--- src/hdl/ipv6_transport_checksum_check_fill_top_macros.svh ---
// Assertion macros shared by the IPv6 transport checksum RTL.
`ifndef IPV6_TRANSPORT_CHECKSUM_CHECK_FILL_TOP_MACROS_SVH
`define IPV6_TRANSPORT_CHECKSUM_CHECK_FILL_TOP_MACROS_SVH

// Same-cycle implication, checked on every rising edge outside reset.
`define IP6CS_ASSERT_IMP(label, ante, cons, msg) \
    label: assert property (@(posedge aclk) disable iff (!aresetn) (ante) |-> (cons)) \
        else $error(msg);

// Next-cycle implication, checked on every rising edge outside reset.
`define IP6CS_ASSERT_NXT(label, ante, cons, msg) \
    label: assert property (@(posedge aclk) disable iff (!aresetn) (ante) |=> (cons)) \
        else $error(msg);

`endif

--- src/hdl/ip6csum_pkg.sv ---
// Types and constants for the IPv6 transport checksum check and fill block.
package ip6csum_pkg;

    // Next-header codes that the block handles.
    localparam logic [7:0] PROTO_UDP    = 8'd17;
    localparam logic [7:0] PROTO_ICMPV6 = 8'd58;

    // Fixed IPv6 header length in bytes.
    localparam int unsigned IP6_HDR_BYTES = 40;

    // Byte offsets inside the packet.
    localparam int unsigned OFS_NEXT_HDR   = 6;
    localparam int unsigned OFS_ADDR_START = 8;
    localparam int unsigned OFS_ICMP_CSUM  = 42;
    localparam int unsigned OFS_UDP_LEN    = 44;
    localparam int unsigned OFS_UDP_CSUM   = 46;

    // Result status codes.
    typedef enum logic [1:0] {
        ST_OK          = 2'd0,
        ST_UNSUPPORTED = 2'd1,
        ST_TRUNCATED   = 2'd2
    } status_t;

endpackage

--- src/hdl/ipv6_transport_checksum_check_fill_top.sv ---
// IPv6 UDP/ICMPv6 checksum computation, check and fill value, one byte per beat.
//
//  channel | dir | tdata (lowest bit first)                | tlast
//  --------+-----+-----------------------------------------+-----------------
//  s_      | in  | data_byte[7:0]                          | last_byte
//  m_      | out | fill_value[15:0], checksum_ok, status   | none
//
// One byte is accepted every cycle unless a final byte waits for the finish
// stage; each pair of bytes adds one 16-bit word to the running sum in a single
// pass. After a final byte is accepted, the sum/capture stage loads the finish
// register, then the fold-and-complement stage loads the output register.
// Reset (aresetn low, synchronous) empties the pipeline and clears the state.
// A stalled result stops only the stages behind it that hold a final byte;
// ordinary bytes keep flowing while a result waits on m_tready.
`include "ipv6_transport_checksum_check_fill_top_macros.svh"

module ipv6_transport_checksum_check_fill_top
    import ip6csum_pkg::*;
#(
    parameter int unsigned MAX_PACKET_BYTES = 2048
) (
    input  logic        aclk,
    input  logic        aresetn,
    input  logic        s_tvalid,
    output logic        s_tready,
    input  logic [7:0]  s_tdata,   // data_byte[7:0]
    input  logic        s_tlast,   // last_byte
    output logic        m_tvalid,
    input  logic        m_tready,
    output logic [23:0] m_tdata    // fill_value[15:0], checksum_ok[16], status[18:17]
);

    localparam int unsigned POS_W = $clog2(MAX_PACKET_BYTES + 1);

    // Input register.
    logic       in_v_reg;
    logic [7:0] in_data_reg;
    logic       in_last_reg;

    // Per-packet state.
    logic [POS_W-1:0] pos_reg;
    logic [31:0]      sum_reg;
    logic [7:0]       held_reg;
    logic [7:0]       nh_reg;
    logic [15:0]      stored_reg;
    logic [15:0]      tlen_reg;

    // Finish stage register.
    logic        fin_v_reg;
    logic [31:0] fin_sum_reg;
    logic [15:0] fin_plen_reg;
    logic [7:0]  fin_nh_reg;
    status_t     fin_status_reg;
    logic [15:0] fin_stored_reg;

    // Output register.
    logic        out_v_reg;
    logic [23:0] out_data_reg;

    // Handshake between stages.
    logic out_ready;
    logic fin_ready;
    logic in_adv;
    logic in_ready;

    assign out_ready = !out_v_reg || m_tready;
    assign fin_ready = !fin_v_reg || out_ready;
    assign in_adv    = in_v_reg && (!in_last_reg || fin_ready);
    assign in_ready  = !in_v_reg || in_adv;
    assign s_tready  = in_ready;
    assign m_tvalid  = out_v_reg;
    assign m_tdata   = out_data_reg;

    // Sum and capture logic for the byte in the input register.
    logic             pos_ovf;
    logic [7:0]       nh_next;
    logic [15:0]      tlen_next;
    logic [15:0]      stored_next;
    logic [7:0]       held_next;
    logic [31:0]      sum_next;
    logic [POS_W-1:0] pos_next;
    logic [7:0]       byte_val;
    logic [15:0]      word_val;
    logic             counts;
    logic             is_udp;
    logic             is_icmp;
    logic [16:0]      total;
    logic [16:0]      udp_end;
    logic [16:0]      udp_end_fin;
    status_t          status_next;
    logic [15:0]      plen_next;

    always_comb begin
        pos_ovf     = pos_reg >= POS_W'(MAX_PACKET_BYTES);
        nh_next     = nh_reg;
        tlen_next   = tlen_reg;
        stored_next = stored_reg;
        held_next   = held_reg;
        sum_next    = sum_reg;
        pos_next    = pos_reg;
        byte_val    = in_data_reg;
        word_val    = 16'h0000;
        counts      = 1'b0;
        udp_end     = 17'(IP6_HDR_BYTES) + 17'(tlen_reg);

        if (!pos_ovf) begin
            // Capture header fields; checksum bytes count as zero.
            if (pos_reg == POS_W'(OFS_NEXT_HDR)) begin
                nh_next = in_data_reg;
            end
            if (nh_next == PROTO_UDP) begin
                if (pos_reg == POS_W'(OFS_UDP_LEN) || pos_reg == POS_W'(OFS_UDP_LEN + 1)) begin
                    tlen_next = {tlen_reg[7:0], in_data_reg};
                end
                if (pos_reg == POS_W'(OFS_UDP_CSUM) ||
                    pos_reg == POS_W'(OFS_UDP_CSUM + 1)) begin
                    stored_next = {stored_reg[7:0], in_data_reg};
                    byte_val    = 8'h00;
                end
            end else if (nh_next == PROTO_ICMPV6) begin
                if (pos_reg == POS_W'(OFS_ICMP_CSUM) ||
                    pos_reg == POS_W'(OFS_ICMP_CSUM + 1)) begin
                    stored_next = {stored_reg[7:0], in_data_reg};
                    byte_val    = 8'h00;
                end
            end

            // Decide whether the byte belongs to the checksummed span.
            if (pos_reg < POS_W'(OFS_ADDR_START)) begin
                counts = 1'b0;
            end else if (pos_reg < POS_W'(IP6_HDR_BYTES)) begin
                counts = 1'b1;
            end else if (nh_next == PROTO_ICMPV6) begin
                counts = 1'b1;
            end else if (nh_next == PROTO_UDP) begin
                if (pos_reg < POS_W'(OFS_UDP_CSUM)) begin
                    counts = 1'b1;
                end else begin
                    counts = 17'(pos_reg) < udp_end;
                end
            end
            if (!counts) begin
                byte_val = 8'h00;
            end

            // Pair bytes into big-endian words; an odd final byte is padded.
            if (!pos_reg[0]) begin
                held_next = byte_val;
                word_val  = in_last_reg ? {byte_val, 8'h00} : 16'h0000;
            end else begin
                word_val = {held_reg, byte_val};
            end
            sum_next = sum_reg + 32'(word_val);
            pos_next = pos_reg + POS_W'(1);
        end
    end

    // Result status and upper-layer length for a final byte.
    always_comb begin
        is_udp      = nh_next == PROTO_UDP;
        is_icmp     = nh_next == PROTO_ICMPV6;
        total       = 17'(pos_reg) + 17'd1;
        udp_end_fin = 17'(IP6_HDR_BYTES) + 17'(tlen_next);
        status_next = ST_OK;
        plen_next   = 16'h0000;
        if (pos_reg < POS_W'(OFS_NEXT_HDR)) begin
            status_next = ST_TRUNCATED;
        end else if (!is_udp && !is_icmp) begin
            status_next = ST_UNSUPPORTED;
        end else if (pos_ovf) begin
            status_next = ST_TRUNCATED;
        end else if (is_udp) begin
            if (total < 17'(OFS_UDP_CSUM + 2) || tlen_next < 16'd8 || total < udp_end_fin) begin
                status_next = ST_TRUNCATED;
            end
            plen_next = tlen_next;
        end else begin
            if (total < 17'(OFS_UDP_LEN)) begin
                status_next = ST_TRUNCATED;
            end else begin
                plen_next = 16'(total - 17'(IP6_HDR_BYTES));
            end
        end
    end

    // Input register.
    always_ff @(posedge aclk) begin
        if (!aresetn) begin
            in_v_reg <= 1'b0;
        end else if (s_tvalid && in_ready) begin
            in_v_reg <= 1'b1;
        end else if (in_adv) begin
            in_v_reg <= 1'b0;
        end
        if (s_tvalid && in_ready) begin
            in_data_reg <= s_tdata;
            in_last_reg <= s_tlast;
        end
    end

    // Per-packet state; cleared after every final byte.
    always_ff @(posedge aclk) begin
        if (!aresetn) begin
            pos_reg    <= '0;
            sum_reg    <= '0;
            held_reg   <= '0;
            nh_reg     <= '0;
            stored_reg <= '0;
            tlen_reg   <= '0;
        end else if (in_adv) begin
            if (in_last_reg) begin
                pos_reg    <= '0;
                sum_reg    <= '0;
                held_reg   <= '0;
                nh_reg     <= '0;
                stored_reg <= '0;
                tlen_reg   <= '0;
            end else begin
                pos_reg    <= pos_next;
                sum_reg    <= sum_next;
                held_reg   <= held_next;
                nh_reg     <= nh_next;
                stored_reg <= stored_next;
                tlen_reg   <= tlen_next;
            end
        end
    end

    // Finish stage register: holds one completed packet's sum.
    always_ff @(posedge aclk) begin
        if (!aresetn) begin
            fin_v_reg <= 1'b0;
        end else if (in_adv && in_last_reg) begin
            fin_v_reg <= 1'b1;
        end else if (fin_v_reg && out_ready) begin
            fin_v_reg <= 1'b0;
        end
        if (in_adv && in_last_reg) begin
            fin_sum_reg    <= sum_next;
            fin_plen_reg   <= plen_next;
            fin_nh_reg     <= nh_next;
            fin_status_reg <= status_next;
            fin_stored_reg <= stored_next;
        end
    end

    // Pseudo-header add, end-around carry fold and complement.
    logic [31:0] fold_in;
    logic [16:0] fold1;
    logic [15:0] fold2;
    logic [15:0] csum;
    logic [15:0] fill_calc;
    logic        ok_calc;
    logic [15:0] fill_out;
    logic        ok_out;

    always_comb begin
        fold_in = fin_sum_reg + 32'(fin_plen_reg) + 32'(fin_nh_reg);
        fold1   = 17'(fold_in[15:0]) + 17'(fold_in[31:16]);
        fold2   = fold1[15:0] + 16'(fold1[16]);
        csum    = ~fold2;
        if (fin_nh_reg == PROTO_UDP) begin
            fill_calc = (csum == 16'h0000) ? 16'hFFFF : csum;
            ok_calc   = fill_calc == fin_stored_reg;
        end else begin
            fill_calc = csum;
            ok_calc   = (fin_stored_reg == csum) ||
                        (fin_stored_reg == 16'hFFFF && csum == 16'h0000);
        end
        if (fin_status_reg == ST_OK) begin
            fill_out = fill_calc;
            ok_out   = ok_calc;
        end else begin
            fill_out = 16'h0000;
            ok_out   = 1'b0;
        end
    end

    // Output register.
    always_ff @(posedge aclk) begin
        if (!aresetn) begin
            out_v_reg <= 1'b0;
        end else if (fin_v_reg && out_ready) begin
            out_v_reg <= 1'b1;
        end else if (m_tready) begin
            out_v_reg <= 1'b0;
        end
        if (fin_v_reg && out_ready) begin
            out_data_reg <= {5'b00000, fin_status_reg, ok_out, fill_out};
        end
    end

    // Checks on the block's own logic.
    `IP6CS_ASSERT_IMP(a_pos_saturates, 1'b1, pos_reg <= POS_W'(MAX_PACKET_BYTES),
        "byte position passed the packet size limit")
    `IP6CS_ASSERT_NXT(a_state_cleared, in_adv && in_last_reg, pos_reg == '0 && sum_reg == '0,
        "packet state not cleared after a final byte")
    `IP6CS_ASSERT_IMP(a_error_zero, m_tvalid && m_tdata[18:17] != ST_OK,
        m_tdata[15:0] == 16'h0000 && !m_tdata[16], "error result carries a checksum")
    `IP6CS_ASSERT_IMP(a_udp_nonzero, fin_v_reg && fin_nh_reg == PROTO_UDP, fill_calc != 16'h0000,
        "UDP fill value of zero")
    `IP6CS_ASSERT_IMP(a_fin_not_lost, fin_v_reg && !out_ready, !(in_adv && in_last_reg),
        "final byte overwrote a waiting sum")

endmodule
--- config.mk ---
export PLATFORM = sky130hd
export DESIGN_NAME = ipv6_transport_checksum_check_fill_top
export DESIGN_NICKNAME = d
export VERILOG_FILES = /design/src/hdl/ip6csum_pkg.sv /design/src/hdl/ipv6_transport_checksum_check_fill_top.sv
export VERILOG_INCLUDE_DIRS = /design/src /design/src/hdl
export SDC_FILE = /design/constraint.sdc
export NUM_CORES = 1
export LEC_CHECK = 0
export BUFFER_PORTS_ARGS = -buffer_cell sky130_fd_sc_hd__buf_2
export CAP_MARGIN = 20
export CORE_UTILIZATION = 35
export DETAILED_ROUTE_END_ITERATION = 12
export GPL_TIMING_DRIVEN = 0
export PLACE_DENSITY_LB_ADDON = 0.12
export SYNTH_ARGS = -nofsm -noshare
export SYNTH_HDL_FRONTEND = slang
export SYNTH_SLANG_ARGS = --single-unit
--- constraint.sdc ---
create_clock -name aclk -period 8.3 [get_ports aclk]
set_input_delay 0.415 -clock aclk [delete_from_list [all_inputs] [get_ports aclk]]
set_output_delay 0.415 -clock aclk [all_outputs]
set_load 0.01 [all_outputs]
# Word-level counts from Yosys, hierarchy flattened

Cells that the tools add are included.

Order comparisons: 10
Reduce and logical (&&, ||, !) cells: 30
Shift-type cells: 0
Eq/ne operators: 17
Bitwise operators: 1
Multipliers: 0
$add $sub $neg: 10
Divide/modulo/power cells: 0
Muxes and demuxes: 51

Operators with widths:

| operator                                                                      | count |
|---|---|
| 16-bit 2-to-1 mux                                                             | 17 |
| 8-bit 2-to-1 mux                                                              | 12 |
| 12-bit by 6-bit == test with 1-bit output, second input constant              | 6 |
| 32-bit by 16-bit adder with 32-bit output                                     | 2 |
| 32-bit 2-to-1 mux                                                             | 2 |
| 6-bit by 16-bit adder with 17-bit output, first input constant                | 2 |
| 32-bit by 8-bit adder with 32-bit output                                      | 1 |
| 16-bit == test                                                                | 2 |
| 13-bit by 6-bit less-than comparator with 1-bit output, second input constant | 2 |
| 8-bit by 5-bit == test with 1-bit output, second input constant               | 3 |
| 12-bit by 6-bit less-than comparator with 1-bit output, second input constant | 2 |
| 12-bit 2-to-1 mux                                                             | 2 |
| 16-bit by 16-bit adder with 17-bit output                                     | 1 |
| 12-bit by 17-bit less-than comparator with 1-bit output                       | 1 |
| 13-bit by 17-bit less-than comparator with 1-bit output                       | 1 |
| 16-bit by 1-bit adder with 16-bit output                                      | 1 |
| 16-bit == test, second input constant                                         | 1 |
| 8-bit by 6-bit == test with 1-bit output, second input constant               | 2 |
| 16-bit logical NOT                                                            | 1 |
| 16-bit by 4-bit less-than comparator with 1-bit output, second input constant | 1 |
| 16-bit NOT                                                                    | 1 |
| 13-bit by 6-bit subtractor with 14-bit output, second input constant          | 1 |
| 12-bit by 1-bit adder with 13-bit output, second input constant               | 1 |
| 1-bit 2-to-1 mux                                                              | 13 |
| 15 further kinds                                                              | 41 |

Output and inout port bits: 26
Bits in read-only memories: 0
Word-level logic and storage cells: 137
Memories: 0
Memory bits (writable): 0
Input port bits: 13
Latch bits: 0
Register bits after elaboration: 197

# Longest topological paths before layout

Word-level depth: 16
Gate-level depth with buffers: 40

# Least setup slack after synthesis

No wires, ideal clock.

Path type: register -> register
Start point: register fin_sum_reg[1]
End point: register out_data_reg[16], in the netlist m_tdata[16], data pin
Arrival time: 8.037 ns
Library setup time: 0.152 ns
Stages on the path, launching flop included: 39
Data required time: 8.148 ns
Period minus slack after synthesis: 8.189 ns
Slack: 0.111 ns
Cell sequence: edfxtp_1 inv_1 fa_1 inv_1 ha_1 fa_1 a21o_1 a21oi_1 o21bai_1 a21oi_1 o21bai_1 a21oi_1 nor2_1 o21a_1 o211ai_1 a41o_1 a21oi_1 xor2_1 (+3 left out) o31ai_1 a31oi_1 o41a_1 a21o_1 a21o_1 ha_1 ha_1 xor2_1 a222oi_1 inv_1 a221o_1 a221o_1 a221o_1 a221o_1 a2111oi_0 nand4_1 a2bb2oi_1 o22ai_1

Word-level cells in the longest chain between the ends: 9

RTL lines:

| element                                                       | line                                                                                         | RTL |
|---|---|---|
| from (decl)                                                   | ipv6_transport_checksum_check_fill_top.sv:50                                                 | `logic [31:0] fin_sum_reg;` |
| from (signal assigned)                                        | ipv6_transport_checksum_check_fill_top.sv:239                                                | `fin_sum_reg <= sum_next;` |
| 32-bit by 16-bit adder with 32-bit output (*)                 | ipv6_transport_checksum_check_fill_top.sv:258                                                | `fold_in = fin_sum_reg + 32'(fin_plen_reg) + 32'(fin_nh_reg);` |
| 32-bit by 8-bit adder with 32-bit output (*)                  | ipv6_transport_checksum_check_fill_top.sv:258                                                |  |
| 16-bit by 16-bit adder with 17-bit output (*)                 | ipv6_transport_checksum_check_fill_top.sv:259                                                | `fold1 = 17'(fold_in[15:0]) + 17'(fold_in[31:16]);` |
| 16-bit by 1-bit adder with 16-bit output (*)                  | ipv6_transport_checksum_check_fill_top.sv:260                                                | `fold2 = fold1[15:0] + 16'(fold1[16]);` |
| 16-bit NOT (*)                                                | ipv6_transport_checksum_check_fill_top.sv:261                                                | `csum = ~fold2;` |
| 16-bit logical NOT                                            | ipv6_transport_checksum_check_fill_top.sv:263, ipv6_transport_checksum_check_fill_top.sv:268 |  |
| 16-bit 2-to-1 mux / 1-bit logical AND (equally long branches) | ipv6_transport_checksum_check_fill_top.sv:263, ipv6_transport_checksum_check_fill_top.sv:268 |  |
| 16-bit == test / 1-bit logical OR (equally long branches)     | ipv6_transport_checksum_check_fill_top.sv:264, ipv6_transport_checksum_check_fill_top.sv:267 |  |
| 1-bit 2-to-1 mux (*)                                          | ipv6_transport_checksum_check_fill_top.sv:262                                                | `if (fin_nh_reg == PROTO_UDP) begin` |
| to (signal assigned)                                          | ipv6_transport_checksum_check_fill_top.sv:289                                                | `out_data_reg <= {5'b00000, fin_status_reg, ok_out, fill_out};` |
| to (decl)                                                     | ipv6_transport_checksum_check_fill_top.sv:58                                                 | `logic [23:0] out_data_reg;` |

Every way passes the cells marked *; elsewhere a longest branch is shown, timed or not.
A chain may end at the register's enable or synchronous reset.

# Worst setup path in the final report

Ends and elaborated chain as after synthesis.

==> run_results.csv <==
group,metric,value,unit
flow_run,drv_cap,0,
synth,yosysWarnings,0,
critical_path,crit_path_start_kind,"register",
critical_path,setup.worst_path.start,"fin_sum_reg[1]$_DFFE_PP_",
synth,synth_top_family_by_area,"simple AND/OR/NAND/NOR gates",
final_layout,instances_no_fill,2122,
synth,netlist_area,13820,um2
global_route,grt_pass1_wl,65310,um
clock_network,cts_max_level,4,
timing,drv_slew,0,
critical_path,crit_end,"m_tdata[16]$_SDFFCE_PP0P_",
drt,vias,11550,
synth,async_flop_share,0,%
timing,fmax,119.8,MHz
synth,ys_seq_area_share,35.92,%
final_layout,nFillCells,3871,
timing,setup_viol,1,
drt,first_pass_iters,7,
clock_network,cts_root_buffer,"clkbuf_16",
timing,final.period_utilization,100.6,%
clock_network,tritoncts,"built",
timing,totalNegativeSetupSlack,-0.04888,ns
global_route,track_usage,21.29,%
synth,synthXorXnorAreaFrac,7.577,%
final_layout,syn2layout_area_growth,15.13,%
synth,synth_compound_area_share,18.84,%
critical_path,end_kind,"register",
clock_network,worstSkewPairLatency,0.47,ns
final_layout,final_common_cell,"edfxtp_1",
power_and_ir_drop,powerDensity,136.0,nW/um2
synth,synth_top_cell_by_area,"edfxtp_1",
floorplanning,initial_core_util,35.60,%
drt,drt-total-wl,42890,um
timing,finClkSkew,0.02153,ns
global_route,grt_max_degree,65,
timing,finalHoldViolCount,0,
timing,worst_pin_slew,1.018,ns
final_layout,fin_util,40.98,%
critical_path,timing.critical_path.required,8.61,ns
final_layout,final_cell_mix,"102 x edfxtp_1, 95 x dfxtp_1, 94 x nand2_1, 82 x nor2_1, 82 x ha_1",
timing,post-route-min-period,8.349,ns
synth,synthMuxAreaShare,3.612,%
place,dp.cells,2062,
clock_network,cts_hold_buf,0,
critical_path,cpPeakStageDelay,0.52,ns
global_route,first_global_vias,11010,
place,hpwl,33210,um
critical_path,r2r-end,"m_tdata[16]$_SDFFCE_PP0P_",
drt,post-route-drc-count,0,
synth,synthCells,1504,
critical_path,r2r_slack,-0.05,ns
synth,synth-seq-cells,197,
clock_network,clkSlewWorstSetupHoldPaths,0.08,ns
clock_network,cts.sinks,197,
critical_path,reg2reg_from,"fin_sum_reg[1]$_DFFE_PP_",
critical_path,critPathMostFrequentCell,"a221o_1",
final_layout,regArea,4965,um2
synth,synthAdderAreaFrac,9.651,%
status,violations,"negative setup slack",
place,placement.io_buffers,32,
power_and_ir_drop,peakVddDrop,0.1671,mV
synth,synth_top_area_share,22.16,%
synth,syn_area_per_cell,9.189,um2
drt,drt_iter0_drc,806,
critical_path,reg2reg_depth,39,
status,outcome,"finished with violations",
place,routabilityCongestion,0.9242,
timing,maxSlewHeadroom,31.62,%
synth,synth_area_leaders,"edfxtp_1 22%, dfxtp_1 14%, ha_1 8.1%, xnor2_1 4.7%, nor2b_1 3.6%",
synth,yosysUniqueCellTypes,84,
synth,synth-edff-count,102,
floorplanning,fp.dieArea,40290,um2
drt,wl_per_cell,20.21,um
clock_network,numCtsBuffers,17,
drt,ant_nets,0,
final_layout,multi_input_area,8572,um2
floorplanning,core,38830,um2
drt,viasPerCell,5.443,
synth,ys.flop_type,"edfxtp_1",
floorplanning,ioPinCount,39,
critical_path,crit_arrival,8.66,ns
global_route,grt-ovfl-total,0,
timing,rsz0062_at_grt,"true",
clock_network,clockBufferDepth,2,
global_route,antenna_found_initial,2,
floorplanning,die-width,200.7,um
synth,yosys.area_share.simple,19.65,%
critical_path,critPathKind,"reg -> reg",
final_layout,fin_nets,1703,
critical_path,critPathSlowestCell,"fa_1",
critical_path,path_max_fanout,4,
timing,setup_slack,-0.04888,ns
final_layout,drive_gt1_share,12.91,%
floorplanning,die_h,200.7,um
floorplanning,row_count,72,
power_and_ir_drop,p_leak,6.172,nW
hold_path,hold_class,"in -> reg",
timing,hold_ws,0.1243,ns
power_and_ir_drop,power.total,0.002164,W
[per-layer routing]
| metal | GRT usage (%) | wire (um) | vias to the layer above |
|---|---|---|---|
| met5 | 0.7143 | 38 | - |
| met4 | 6.434 | 877 | 2 |
| met3 | 3.360 | 2005 | 46 |
| met2 | 35.12 | 20090 | 274 |
| met1 | 28.52 | 19880 | 5547 |
| li1 | - | - | 5681 |
[logic make-up after synthesis]
family | after synthesis
buffers and inverters | 159
adders and majority gates | 100
DFF | 197
other | 1
xor gates and xnor gates | 118
and+or+nand+nor | 497
AOI/OAI and AO/OA | 386
muxes | 46
[per-stage QoR]
stage,worst slack [ns],instance area [um2]
floorplan,0.1110,13840
CTS,0.001434,15700
global route,-0.3841,15910
global placement,-1.363,14640
detailed placement,-1.298,14720
finish,-0.04888,15910
[power by group]
group	internal, W	total (W)	switching, W	leakage (nW)
Sequential	0.00103	0.00105	0.0000160	1.80
Clock	0.000439	0.000862	0.000423	0.294
Combinational	0.0000922	0.000257	0.000165	4.08
[how the worst min path moves through the flow]
stage	startpoint	to	slack (ns)	cells past startpoint
CTS	s_tdata[6]	in_data_reg[6]$_DFFE_PP_	0.10	1
global route	s_tdata[6]	in_data_reg[6]$_DFFE_PP_	0.11	1
detailed placement	fin_status_reg[1]$_SDFFCE_PP1P_	m_tdata[18]$_DFFE_PP_	0.43	0
finish	s_tdata[4]	in_data_reg[4]$_DFFE_PP_	0.12	1
floorplan	fin_status_reg[0]$_SDFFCE_PP0P_	m_tdata[17]$_DFFE_PP_	0.42	0
global placement	fin_status_reg[0]$_SDFFCE_PP0P_	m_tdata[17]$_DFFE_PP_	0.42	0
[cell usage after synthesis, types with 9 or more instances]
cell type	instances
a21boi_0	17
a21o_1	24
a21oi_1	77
a22oi_1	54
and2_1	31
and3_1	26
and4_1	20
clkbuf_1	64
dfxtp_1	95
edfxtp_1	102
fa_1	11
ha_1	89
inv_1	76
mux2_2	27
mux2i_1	18
nand2_1	96
nand2b_1	9
nand3_1	46
nand4_1	19
nor2_1	85
nor2b_1	79
nor3_1	24
nor3b_1	11
nor4_1	16
o21a_1	13
o21ai_0	78
o21bai_1	9
o22ai_1	18
xnor2_1	74
xor2_1	43
[layout make-up]
type | instances | area share [%]
diodes | 1 | 0.01573
plain buffers | 79 | 2.280
repair buffers | 67 | 2.941
clock buffers | 19 | 2.784
clock inverters | 13 | 1.022
multi-input cells | 1152 | 53.87
flip-flops and latches | 197 | 31.20
inverters | 76 | 1.809
well taps | 518 | 4.073
[worst max-delay path, delay by kind of cell (launching register included)]
family | cells | cell delay [ns]
AO/OA/AOI/OAI | 24 | 5.03
adder cells (fa/ha/maj) | 6 | 1.62
buffers and inverters | 3 | 0.25
AND/OR/NAND/NOR | 4 | 0.53
flip-flops | 1 | 0.34
XOR/XNOR | 2 | 0.37
[what timing repair did]
action,CTS,global route
resized for setup,53,23
setup endpoints to repair,17,17
cloned,1,0
buffers inserted,17,13
pin swaps,25,36
No activity file was read; power rests on OpenSTA's default activity.
